<file path="config.mk">
export PLATFORM = sky130hd
export DESIGN_NAME = rgbbmf_ctrl
export DESIGN_NICKNAME = d
export VERILOG_FILES = /design/src/hdl/rgbbmf_pkg.sv /design/src/hdl/rgbbmf_ctrl.sv
export SDC_FILE = /design/constraint.sdc
export NUM_CORES = 1
export LEC_CHECK = 0
export ABC_AREA = 1
export BUFFER_PORTS_ARGS = -buffer_cell sky130_fd_sc_hd__buf_2
export CORE_AREA = 5 5 42 44
export CTS_CLUSTER_DIAMETER = 40
export DETAILED_ROUTE_END_ITERATION = 8
export DIE_AREA = 0 0 47 49
export PLACE_DENSITY = 0.39
export SLEW_MARGIN = 10
export SYNTH_ARGS = -nofsm -noshare
export SYNTH_HDL_FRONTEND = slang
export SYNTH_SLANG_ARGS = --single-unit
</file>
<file path="constraint.sdc">
create_clock -name clk -period 1 [get_ports clk]
set_clock_uncertainty 0.05 [all_clocks]
set_input_delay 0 -clock clk [delete_from_list [all_inputs] [get_ports clk]]
set_output_delay 0 -clock clk [all_outputs]
set_load 0.1 [all_outputs]
</file>
<file path="src/hdl/rgbbmf_pkg.sv">
// Shared types and constants for the RGB box mean filter.
`default_nettype none
package rgbbmf_pkg;

  localparam int CFG_DW = 11;
  localparam int CFG_IW = 2;

  localparam logic [CFG_IW-1:0] REG_RADIUS = 2'd0;
  localparam logic [CFG_IW-1:0] REG_WIDTH  = 2'd1;
  localparam logic [CFG_IW-1:0] REG_HEIGHT = 2'd2;

  localparam logic [3:0]  RADIUS_RESET = 4'd1;
  localparam logic [10:0] WIDTH_RESET  = 11'd640;
  localparam logic [10:0] HEIGHT_RESET = 11'd480;

  localparam logic OP_PIXEL = 1'b0;
  localparam logic OP_DRAIN = 1'b1;

  localparam int QW = 8;

  typedef struct packed {
    logic       operation;
    logic [7:0] red_in;
    logic [7:0] green_in;
    logic [7:0] blue_in;
  } pix_in_t;

  typedef struct packed {
    logic [7:0] red_out;
    logic [7:0] green_out;
    logic [7:0] blue_out;
    logic       frame_done;
  } pix_out_t;

  typedef struct packed {
    logic accept;
    logic win_step;
    logic div_step;
    logic out_load;
  } cmd_t;

  typedef struct packed {
    logic emit;
    logic win_last;
    logic div_last;
    logic out_free;
  } status_t;

endpackage
`default_nettype wire

</file>
<file path="src/hdl/rgbbmf_ctrl.sv">
// Controller state machine sequencing window reads, division and output.
`default_nettype none
module rgbbmf_ctrl (
  input  wire logic               clk,
  input  wire logic               rst,
  input  wire logic               src_valid,
  output logic                    src_ready,
  input  wire rgbbmf_pkg::status_t status,
  output rgbbmf_pkg::cmd_t        cmd
);

  localparam logic [2:0] S_IDLE  = 3'd0;
  localparam logic [2:0] S_WIN   = 3'd1;
  localparam logic [2:0] S_FLUSH = 3'd2;
  localparam logic [2:0] S_DIV   = 3'd3;
  localparam logic [2:0] S_OUT   = 3'd4;

  logic [2:0] state;
  logic [2:0] state_next;

  assign src_ready = (state == S_IDLE);

  always_comb begin
    state_next   = state;
    cmd          = '0;
    unique case (state)
      S_IDLE: begin
        cmd.accept = src_valid;
        if (src_valid && status.emit) begin
          state_next = S_WIN;
        end
      end
      S_WIN: begin
        cmd.win_step = 1'b1;
        if (status.win_last) begin
          state_next = S_FLUSH;
        end
      end
      S_FLUSH: begin
        state_next = S_DIV;
      end
      S_DIV: begin
        cmd.div_step = 1'b1;
        if (status.div_last) begin
          state_next = S_OUT;
        end
      end
      S_OUT: begin
        if (status.out_free) begin
          cmd.out_load = 1'b1;
          state_next   = S_IDLE;
        end
      end
      default: begin
        state_next = S_IDLE;
      end
    endcase
  end

  always_ff @(posedge clk) begin
    if (rst) begin
      state <= S_IDLE;
    end else begin
      state <= state_next;
    end
  end

  a_one_cmd: assert property (@(posedge clk) disable iff (rst)
    $onehot0({cmd.accept, cmd.win_step, cmd.div_step, cmd.out_load}))
    else $error("overlapping datapath commands");

  a_load_free: assert property (@(posedge clk) disable iff (rst)
    cmd.out_load |-> status.out_free)
    else $error("output register overwritten");

  a_flush_after_win: assert property (@(posedge clk) disable iff (rst)
    state == S_FLUSH |-> $past(state) == S_WIN)
    else $error("flush without window pass");

  a_div_to_out: assert property (@(posedge clk) disable iff (rst)
    (state == S_DIV && status.div_last) |=> state == S_OUT)
    else $error("divide did not finish into output");

endmodule
`default_nettype wire

</file>
* Word-level counts from Yosys, hierarchy flattened
Index checks and enable logic that the tools add are counted.
** Operators by class
- Eq/ne operators :: 8
- Multiplexer cells :: 10
- Reduce and logical (&&, ||, !) cells :: 3
** Operators by type and width (number)
- 3-bit one-hot mux with 5 select lines :: 1
- 3-bit two-way mux :: 4
- 3-bit by 2-bit == test with 1-bit output (second input constant) :: 2
- 2-bit != test (second input constant) :: 3
- 1-bit two-way mux :: 5
- 4-bit AND reduction :: 1
- 3-bit by 1-bit == test with 1-bit output (second input constant) :: 1
- 3-bit == test (second input constant) :: 1
- 3-bit zero test :: 1
- 2-bit by 1-bit != test with 1-bit output (second input constant) :: 1
- 1-bit logical AND :: 1
** Storage, ports and cells
- Register bits after elaboration :: 3
- Bits of input ports :: 7
- Word-level logic and storage cells :: 22

* Longest topological paths before layout
Gate-level depths: netlist of run 1.
- Depth in word-level cells :: 3
- Gate-level depth with buffers :: 6
- Gate-level depth less buffers :: 6

* Worst setup path after synthesis of run 1
OpenSTA, ideal clock, no wires.
- Kind :: reg-to-output
- From :: register state[2]
- To :: output port cmd[0] (netlist name)
- Arrival time :: 3300 ps
- Setup slack :: -2350 ps
- Cell stages (with the launch flop) :: 3
- Buffers on the path :: 0
- Cell sequence :: dfxtp_1 -> inv_2 -> nor4_1
** RTL lines
- from (decl) :: RTL line rgbbmf_ctrl.sv:18 : logic [2:0] state;
- from (signal assigned) :: RTL line rgbbmf_ctrl.sv:64 : state <= state_next;
- to (decl) :: RTL line rgbbmf_ctrl.sv:9 : output rgbbmf_pkg::cmd_t cmd

==> impl_metrics.py, run 1 <==
metrics = {
    "outcome": {
        "status": "finished, violations left",
        "failed_checks": "negative setup slack",
    },
    "cells_and_area": {
        "drive_above_1_share": 0.7031,
        "antennaDiodeCount": 0,
        "layout_commonest_cell": "buf_4",
        "multi_input_area_um2": 175.2,
        "utilization": 0.4214,
        "max_flop_register": "state",
        "fin_area_um2": 590.6,
        "register_area_um2": 71.32,
        "nets": 72,
        "fillers": 165,
        "top_regs": "state (3)",
        "final_cell_mix": "11 x buf_4, 6 x nand3_1, 6 x buf_2, 5 x buf_12, 4 x nand2_1",
        "largest_reg_flops": 3,
        "syn2layout_area_growth_pct": 181.0,
    },
    "logic_synthesis": {
        "synth_seq_cells": 3,
        "seq_area_frac_synth": 0.2857,
        "syn_area_um2": 210.2,
        "yosysWarnings": 0,
        "synthCells": 34,
        "synth_area_per_cell_um2": 6.182,
        "synth.distinct_cells": 13,
        "syn-num-nets": 41,
    },
    "clocking": {
        "cts_root_buf": "clkbuf_4",
        "clock-sinks": 3,
        "clockBufferDepth": 2,
        "clk_pin_slew_ns": 0.03,
        "h-tree-depth": 1,
        "insertion_delay_ns": 0.23,
        "cts_tree": "yes",
        "cts_buffers": 3,
    },
    "setup_path": {
        "cp-end-kind": "output pin",
        "max_stage_delay_ns": 0.40,
        "start_kind": "flop",
        "critPathKind": "flop to output pin",
        "cp_max_fo": 7,
        "critPathRequiredTime_ns": 0.95,
        "critPathSlowestCell": "dfxtp_4",
        "cp_data_arrival_time_ns": 1.17,
        "path_cells": "nand2_1, nor2_2, buf_4, buf_12",
    },
    "place": {
        "pre_cts_ws_ns": -0.06411,
        "gp_congestion": 0.7371,
        "placed_area_um2": 461.7,
        "dp_hpwl_um": 503.2,
        "port_buffers": 11,
    },
    "pwr": {
        "p_leak_nw": 0.2599,
        "powerDensity_nw_per_um2": 1559,
        "totalPowerFinal_mw": 0.9209,
        "vdd_drop_max_mv": 0.5731,
    },
    "routing": {
        "ant_nets": 0,
        "firstDrtPassIters": 3,
        "drc": 0,
        "first_iter_violations": 2,
        "routed_wl_um": 736,
        "wl_per_cell_um": 9.200,
        "vias": 321,
        "avgViaCountPerCell": 4.013,
    },
    "die": {
        "num_io_pins": 12,
        "die_area_um2": 2303,
        "num_rows": 14,
        "die_y_um": 49,
        "die_x_um": 47,
        "core-area_um2": 1401,
        "initial_utilization": 0.1500,
    },
    "sta": {
        "max_slew_margin": 0.8260,
        "rsz0062_at_grt": "yes",
        "finalHoldViolations": 0,
        "worst_pin_slew_ns": 0.2591,
        "min_period_ns": 1.223,
        "setup_violations": 8,
        "period_share": 1.223,
        "layout_setup_ws_ns": -0.2227,
        "report.final.slew_viol_count": 0,
        "max_freq_ghz": 0.8179,
    },
    "global_routing": {
        "met1_usage": 0.08114,
        "grtUsageTotal": 0.06756,
        "gr-max-usage-layer": "met2",
        "globalRouteOverflowTotal": 0,
        "grt_max_degree": 8,
        "antenna_found_initial": 0,
        "gr-usage-met2": 0.09276,
        "gr-usage-met3": 0.03321,
        "grt_pass1_vias": 277,
        "grt_pass1_wl_um": 1104,
    },
    "worst_hold_path": {
        "hp-class": "input pin to flop",
    },
    "job": {
        "drv_cap": 0,
    },
}
==> cell usage after synthesis <==
cell type | number | share of area
inv_2 | 3 | 0.054
buf_4 | 1 | 0.036
nor4_1 | 1 | 0.030
a21oi_1 | 3 | 0.071
nor2_1 | 5 | 0.089
dfxtp_1 | 3 | 0.29
nand2_1 | 4 | 0.071
nand3_1 | 7 | 0.17
nor3b_1 | 1 | 0.036
nor3_1 | 1 | 0.024
nor2_4 | 1 | 0.054
and3_1 | 1 | 0.030
inv_1 | 3 | 0.054
==> metal layers <==
layer / part of all wire / up-vias
li1: - / 171
met1: 0.40 / 142
met2: 0.52 / 8
met3: 0.073 / 0
met4: 0 / 0
met5: 0 / -
==> cells by family (layout without fill, tap and decap cells) <==
family / Yosys count / count (layout) / synth area share
simple gates: 21 / 21 / 0.5000
buf+inv: 7 / 37 / 0.1429
compound gates: 3 / 3 / 0.07141
flops: 3 / 3 / 0.2857
==> where the power goes <==
group          internal (mW)  switching [mW]
sequential             0.133          0.0324
combinational          0.229           0.317
clock                  0.149          0.0602
==> critical path: cells and delay by family, from the launching register on <==
family	cells	cell delay, ns
buffers and inverters	2	0.30
flip-flops	1	0.40
AND/OR/NAND/NOR	2	0.25
==> final cells by class <==
type	count	share of cell area
Multi-Input combinational cell	24	0.2966
Timing Repair Buffer	27	0.4513
Sequential cell	3	0.1208
Clock buffer	4	0.04449
Inverter	6	0.05297
Tap cell	16	0.03390
==> through the flow <==
stage / hold WS (ns) / cells / setup TNS [ns]
after floorplan: 0.009357 / 34 / -0.9549
after global placement: 0.1357 / 69 / -0.1924
after detailed placement: 0.1437 / 69 / -0.1859
after CTS: 0.06734 / 79 / -1.468
after global routing: 0.08869 / 80 / -1.910
final: 0.08687 / 80 / -1.400
==> final timing paths <==
check,from,end,slack [ns],cells after the start
worst min register to register,state[2],state[1],0.54,3
worst max-delay path,state[0],cmd[1],-0.22,4
worst min-delay path,status[2],state[0],0.09,4
worst max register to register,state[2],state[0],-0.17,7
==> repair_timing <==
item,CTS,global route
hold endpoints to repair,3,0
hold buffers,2,0
resized for setup,9,5
buffers inserted,4,1
endpoints found under the setup margin,8,8
pin swaps,1,4
gates cloned,0,0
Note: power is estimated with default switching activity, not from simulation.
==> inputs of run 2 (changes only) <==
--- a/config.mk
+++ b/config.mk
@@ -16,3 +16,4 @@
 export SYNTH_ARGS = -nofsm -noshare
 export SYNTH_HDL_FRONTEND = slang
 export SYNTH_SLANG_ARGS = --single-unit
+export TNS_END_PERCENT = 20
==> run 2 against run 1 <==
Net effect:
- the flow still finishes with violations (negative setup slack)
- critical endpoint is now cmd[0]
- largest power group unchanged
- sequential power barely moved
- clock power grew 4%
- setup slack gained 0.020 ns
- cell count is 7.5% lower
- die area is the same
- highest routed layer is now met4
- routed wire length down 12%
- count of clock-buffer cells in the layout unchanged
==> impl_metrics.py, run 2 (synthesized netlist as in run 1, its figures left out) <==
metrics = {
    "outcome": {
        "status": "finished, violations left",
        "failed_checks": "negative setup slack",
    },
    "sta": {
        "worst_pin_slew_ns": 0.2539,
        "setup_violations": 8,
        "layout_setup_ws_ns": -0.2029,
        "min_period_ns": 1.203,
        "report.final.slew_viol_count": 0,
        "max_freq_ghz": 0.8313,
        "rsz0062_at_grt": "yes",
        "hold_ws_ns": 0.05138,
        "finalHoldViolations": 0,
        "max_slew_margin": 0.8295,
        "period_share": 1.203,
    },
    "place": {
        "port_buffers": 11,
        "gp_congestion": 0.7245,
        "dp_hpwl_um": 517.2,
        "placed_area_um2": 442.9,
    },
    "setup_path": {
        "critPathRequiredTime_ns": 0.95,
        "cp_data_arrival_time_ns": 1.15,
        "critPathKind": "flop to output pin",
        "max_stage_delay_ns": 0.37,
        "cp_max_fo": 5,
        "critPathSlowestCell": "dfxtp_4",
        "path_cells": "inv_2, buf_6, nor4_4, buf_12",
        "cp_top_family": "flip-flops",
        "path_buf_inv": 3,
        "cp-end-kind": "output pin",
        "start_kind": "flop",
    },
    "global_routing": {
        "grt_pass1_vias": 279,
        "grtUsageTotal": 0.06044,
        "antenna_found_initial": 0,
        "globalRouteOverflowTotal": 0,
        "grt_pass1_wl_um": 972,
        "grt_max_degree": 8,
    },
    "die": {
        "num_io_pins": 12,
        "die_x_um": 47,
        "die_y_um": 49,
        "num_rows": 14,
        "die_area_um2": 2303,
        "core-area_um2": 1401,
        "initial_utilization": 0.1500,
    },
    "cells_and_area": {
        "top_regs": "state (3)",
        "final_cell_mix": "7 x nand3_1, 6 x buf_2, 5 x buf_12, 5 x buf_4",
        "nets": 66,
        "largest_reg_flops": 3,
        "layout_commonest_cell": "nand3_1",
        "max_flop_register": "state",
        "drive_above_1_share": 0.6207,
        "syn2layout_area_growth_pct": 151.2,
        "fin_area_um2": 528.0,
        "antennaDiodeCount": 0,
    },
    "pwr": {
        "vdd_drop_max_mv": 0.5779,
        "powerDensity_nw_per_um2": 1650,
        "p_leak_nw": 0.2352,
    },
    "clocking": {
        "cts_root_buf": "clkbuf_4",
        "cts_buffers": 3,
        "post_cts_buffers": 0,
        "clk_pin_slew_ns": 0.04,
        "h-tree-depth": 1,
        "clock-sinks": 3,
        "insertion_delay_ns": 0.24,
        "clockBufferDepth": 2,
        "cts_tree": "yes",
    },
    "routing": {
        "drc": 0,
        "firstDrtPassIters": 2,
        "routed_wl_um": 648,
        "vias": 300,
        "first_iter_violations": 2,
        "ant_nets": 0,
        "avgViaCountPerCell": 4.054,
        "wl_per_cell_um": 8.757,
    },
    "job": {
        "drv_cap": 0,
    },
    "worst_hold_path": {
        "hp-class": "input pin to flop",
    },
}
==> run 2: cell count changes in the layout (fill, tap and decap cells not counted), sizes merged <==
cell      previous run  this run
clkinvlp             1         0
inv                  5         6
buf                 25        19
==> run 2: final timing paths <==
path         slack [ns]       end  cells after the start      start
max               -0.20    cmd[0]                      4   state[2]
min                0.05  state[0]                      4  status[2]
max reg2reg       -0.06  state[0]                      6   state[0]
min reg2reg        0.59  state[1]                      4   state[1]
==> run 2: worst reg2reg max path, cell delays in order, from the launching register on <==
cell     delay (ns)
dfxtp_4        0.37
nor2_1         0.15
nand3_1        0.11
nand2_1        0.10
inv_2          0.05
nand3_1        0.07
a21oi_1        0.06
==> run 2: repair_timing <==
action | 4_1_cts | 5_1_grt
hold endpoints to repair | 3 | 0
pin swaps | 1 | 0
hold buffers | 2 | 0
gates cloned | 0 | 0
resized for setup | 7 | 5
setup endpoints to repair | 8 | 8
==> run 2: layout make-up <==
type,instances,area [µm²]
Fill cell,151,873.3
Clock buffer,4,26.28
Inverter,6,22.52
Timing Repair Buffer,21,221.5
Multi-Input combinational cell,24,166.4
Sequential cell,3,71.32
Tap cell,16,20.02
==> run 2: per-layer routing <==
metal,routed length (µm),vias up,GRT usage,share of wire
met1,267,129,0.06550,0.41
met2,313,9,0.08371,0.48
met4,19,0,0.06912,0.029
met3,48,2,0.01476,0.074
li1,-,160,-,-
met5,0,-,0,0
==> run 2: through the flow <==
stage / setup TNS, ns / setup slack [ns] / utilization / total power, mW / std cells
finish: -1.016 / -0.2029 / 0.3768 / 0.8714 / 74
global route: -1.554 / -0.2391 / 0.3768 / 0.9181 / 74
CTS: -1.104 / -0.2368 / 0.3652 / 0.8662 / 74
detailed placement: -0.1751 / -0.05839 / 0.3161 / 0.6365 / 68
global placement: -0.2441 / -0.07047 / 0.3161 / 0.6391 / 68
floorplan: -1.235 / -0.5099 / - / 0.4562 / 34
==> run 2: report_power, final <==
part           leakage, nW  internal, mW  total, mW  switching, mW
Combinational        0.194         0.195      0.490          0.296
Sequential          0.0267         0.133      0.164         0.0307
Clock               0.0150         0.150      0.217         0.0671
Total                0.235         0.478      0.871          0.393
==> inputs of run 3 (changes only) <==
--- a/config.mk
+++ b/config.mk
@@ -7,10 +7,10 @@
 export LEC_CHECK = 0
 export ABC_AREA = 1
 export BUFFER_PORTS_ARGS = -buffer_cell sky130_fd_sc_hd__buf_2
-export CORE_AREA = 5 5 42 44
+export CORE_AREA = 2 2 39 41
 export CTS_CLUSTER_DIAMETER = 40
 export DETAILED_ROUTE_END_ITERATION = 8
-export DIE_AREA = 0 0 47 49
+export DIE_AREA = 0 0 41 43
 export PLACE_DENSITY = 0.39
 export SLEW_MARGIN = 10
 export SYNTH_ARGS = -nofsm -noshare
==> run 3 against run 2 <==
Net effect:
- the flow still finishes with violations (negative setup slack)
- sequential power fell by 2%
- clock power barely moved
- cell count fell by 1.4%
- power fell by 1.5%
- sequential share of layout area rose by 0.53 points
- critical endpoint unchanged
==> impl_metrics.py, run 3 (synthesized netlist as in run 1, its figures left out) <==
metrics = {
    "sta": {
        "max_slew_margin": 0.8301,
        "min_period_ns": 1.206,
        "worst_pin_slew_ns": 0.2529,
        "setup_violations": 8,
        "max_freq_ghz": 0.8291,
        "report.final.slew_viol_count": 0,
        "period_share": 1.206,
        "finalHoldViolations": 0,
        "layout_setup_ws_ns": -0.2061,
        "rsz0062_at_grt": "yes",
    },
    "global_routing": {
        "grt_pass1_vias": 237,
        "met1_usage": 0.09615,
        "gr-usage-met3": 0.04712,
        "grt_pass1_wl_um": 910,
        "antenna_found_initial": 0,
        "gr-max-usage-layer": "met2",
        "grtUsageTotal": 0.07924,
        "globalRouteOverflowTotal": 0,
        "gr-usage-met2": 0.09688,
        "grt_max_degree": 8,
    },
    "die": {
        "num_io_pins": 12,
        "die_y_um": 43,
        "num_rows": 14,
        "core-area_um2": 1384,
        "die_area_um2": 1763,
        "initial_utilization": 0.1519,
        "die_x_um": 41,
    },
    "routing": {
        "ant_nets": 0,
        "avgViaCountPerCell": 4.055,
        "routed_wl_um": 568,
        "vias": 296,
        "wl_per_cell_um": 7.781,
        "drc": 0,
        "firstDrtPassIters": 2,
        "first_iter_violations": 1,
    },
    "clocking": {
        "clockBufferDepth": 2,
        "post_cts_buffers": 0,
        "cts_tree": "yes",
        "h-tree-depth": 1,
        "cts_buffers": 3,
        "cts_root_buf": "clkbuf_4",
        "clock-sinks": 3,
        "clk_pin_slew_ns": 0.04,
        "insertion_delay_ns": 0.23,
    },
    "cells_and_area": {
        "fillers": 140,
        "final_cell_mix": "7 x nand3_1, 6 x buf_2, 6 x buf_4, 5 x buf_12, 4 x nand2_1",
        "syn2layout_area_growth_pct": 141.7,
        "finalNonFillerCells": 73,
        "fin_area_um2": 508.0,
        "layout_commonest_cell": "nand3_1",
        "nets": 65,
        "top_regs": "state (3)",
        "drive_above_1_share": 0.5965,
        "utilization": 0.3671,
        "largest_reg_flops": 3,
        "register_area_um2": 71.32,
        "antennaDiodeCount": 0,
        "multi_input_area_um2": 158.9,
        "max_flop_register": "state",
    },
    "place": {
        "gp_congestion": 0.6895,
        "pre_cts_ws_ns": -0.07107,
        "port_buffers": 11,
        "placed_area_um2": 435.4,
        "placedCellCount": 67,
    },
    "pwr": {
        "p_sw_mw": 0.3845,
        "totalPowerFinal_mw": 0.8586,
        "powerDensity_nw_per_um2": 1690,
        "seq_power_share": 0.186,
        "combPwrFrac": 0.563,
        "clkPwrFrac": 0.250,
        "p_leak_nw": 0.2280,
        "swShare": 0.4478,
        "vdd_drop_max_mv": 0.7432,
        "internal_power_mw": 0.4742,
    },
    "setup_path": {
        "start_kind": "flop",
        "cp_data_arrival_time_ns": 1.16,
        "cp_max_fo": 6,
        "critPathRequiredTime_ns": 0.95,
        "critPathKind": "flop to output pin",
        "cp-end-kind": "output pin",
    },
    "worst_hold_path": {
        "hp-class": "input pin to flop",
    },
    "outcome": {
        "status": "finished, violations left",
        "failed_checks": "negative setup slack",
    },
    "job": {
        "drv_cap": 0,
    },
}
==> run 3: worst paths after layout <==
kind / endpoint / cells after the start / startpoint / slack [ns]
setup / recovery: cmd[0] / 4 / state[2] / -0.21
hold / removal: state[0] / 4 / status[2] / 0.06
setup reg to reg: state[0] / 6 / state[0] / -0.04
hold reg to reg: state[1] / 3 / state[2] / 0.55
==> run 3: timing repair <==
| action | CTS | global route |
|---|---|---|
| endpoints found under the hold margin | 3 | 0 |
| hold buffers | 2 | 0 |
| pin swaps | 0 | 1 |
| setup endpoints to repair | 8 | 8 |
| resized for setup | 6 | 3 |
==> run 3: layer usage <==
| metal | routed length [µm] | up-vias |
|---|---|---|
| met3 | 54 | 3 |
| met2 | 232 | 11 |
| met5 | 0 | - |
| met1 | 271 | 125 |
| li1 | - | 157 |
| met4 | 10 | 0 |
==> run 3: through the flow <==
| stage | setup TNS (ns) | hold slack [ns] |
|---|---|---|
| floorplan | -1.235 | 0.01165 |
| global placement | -0.2268 | 0.1340 |
| detailed placement | -0.2008 | 0.1371 |
| CTS | -1.102 | 0.05986 |
| global route | -1.546 | 0.07817 |
| finish | -0.9627 | 0.05537 |
==> run 3: worst max-delay path, stage by stage, from the launching register on <==
cell and delay, ns:
dfxtp_4 0.38, inv_4 0.04, buf_6 0.11, nor4_4 0.17, buf_12 0.21
==> run 3: power by group through the flow <==
stage,clock network [mW],logic (mW),registers (mW)
6_report,0.215,0.484,0.160
5_1_grt,0.232,0.509,0.162
4_1_cts,0.224,0.484,0.158
3_5_place_dp,0,0.472,0.161
3_3_place_gp,0,0.473,0.161
2_1_floorplan,0,0.293,0.163
==> run 3: area by class of cell <==
type / instances / area share
clock buffer: 4 / 0.05172
inverter: 6 / 0.04926
multi-input combinational: 24 / 0.3128
sequential: 3 / 0.1404
tap: 16 / 0.03941
timing repair buffer: 20 / 0.4064
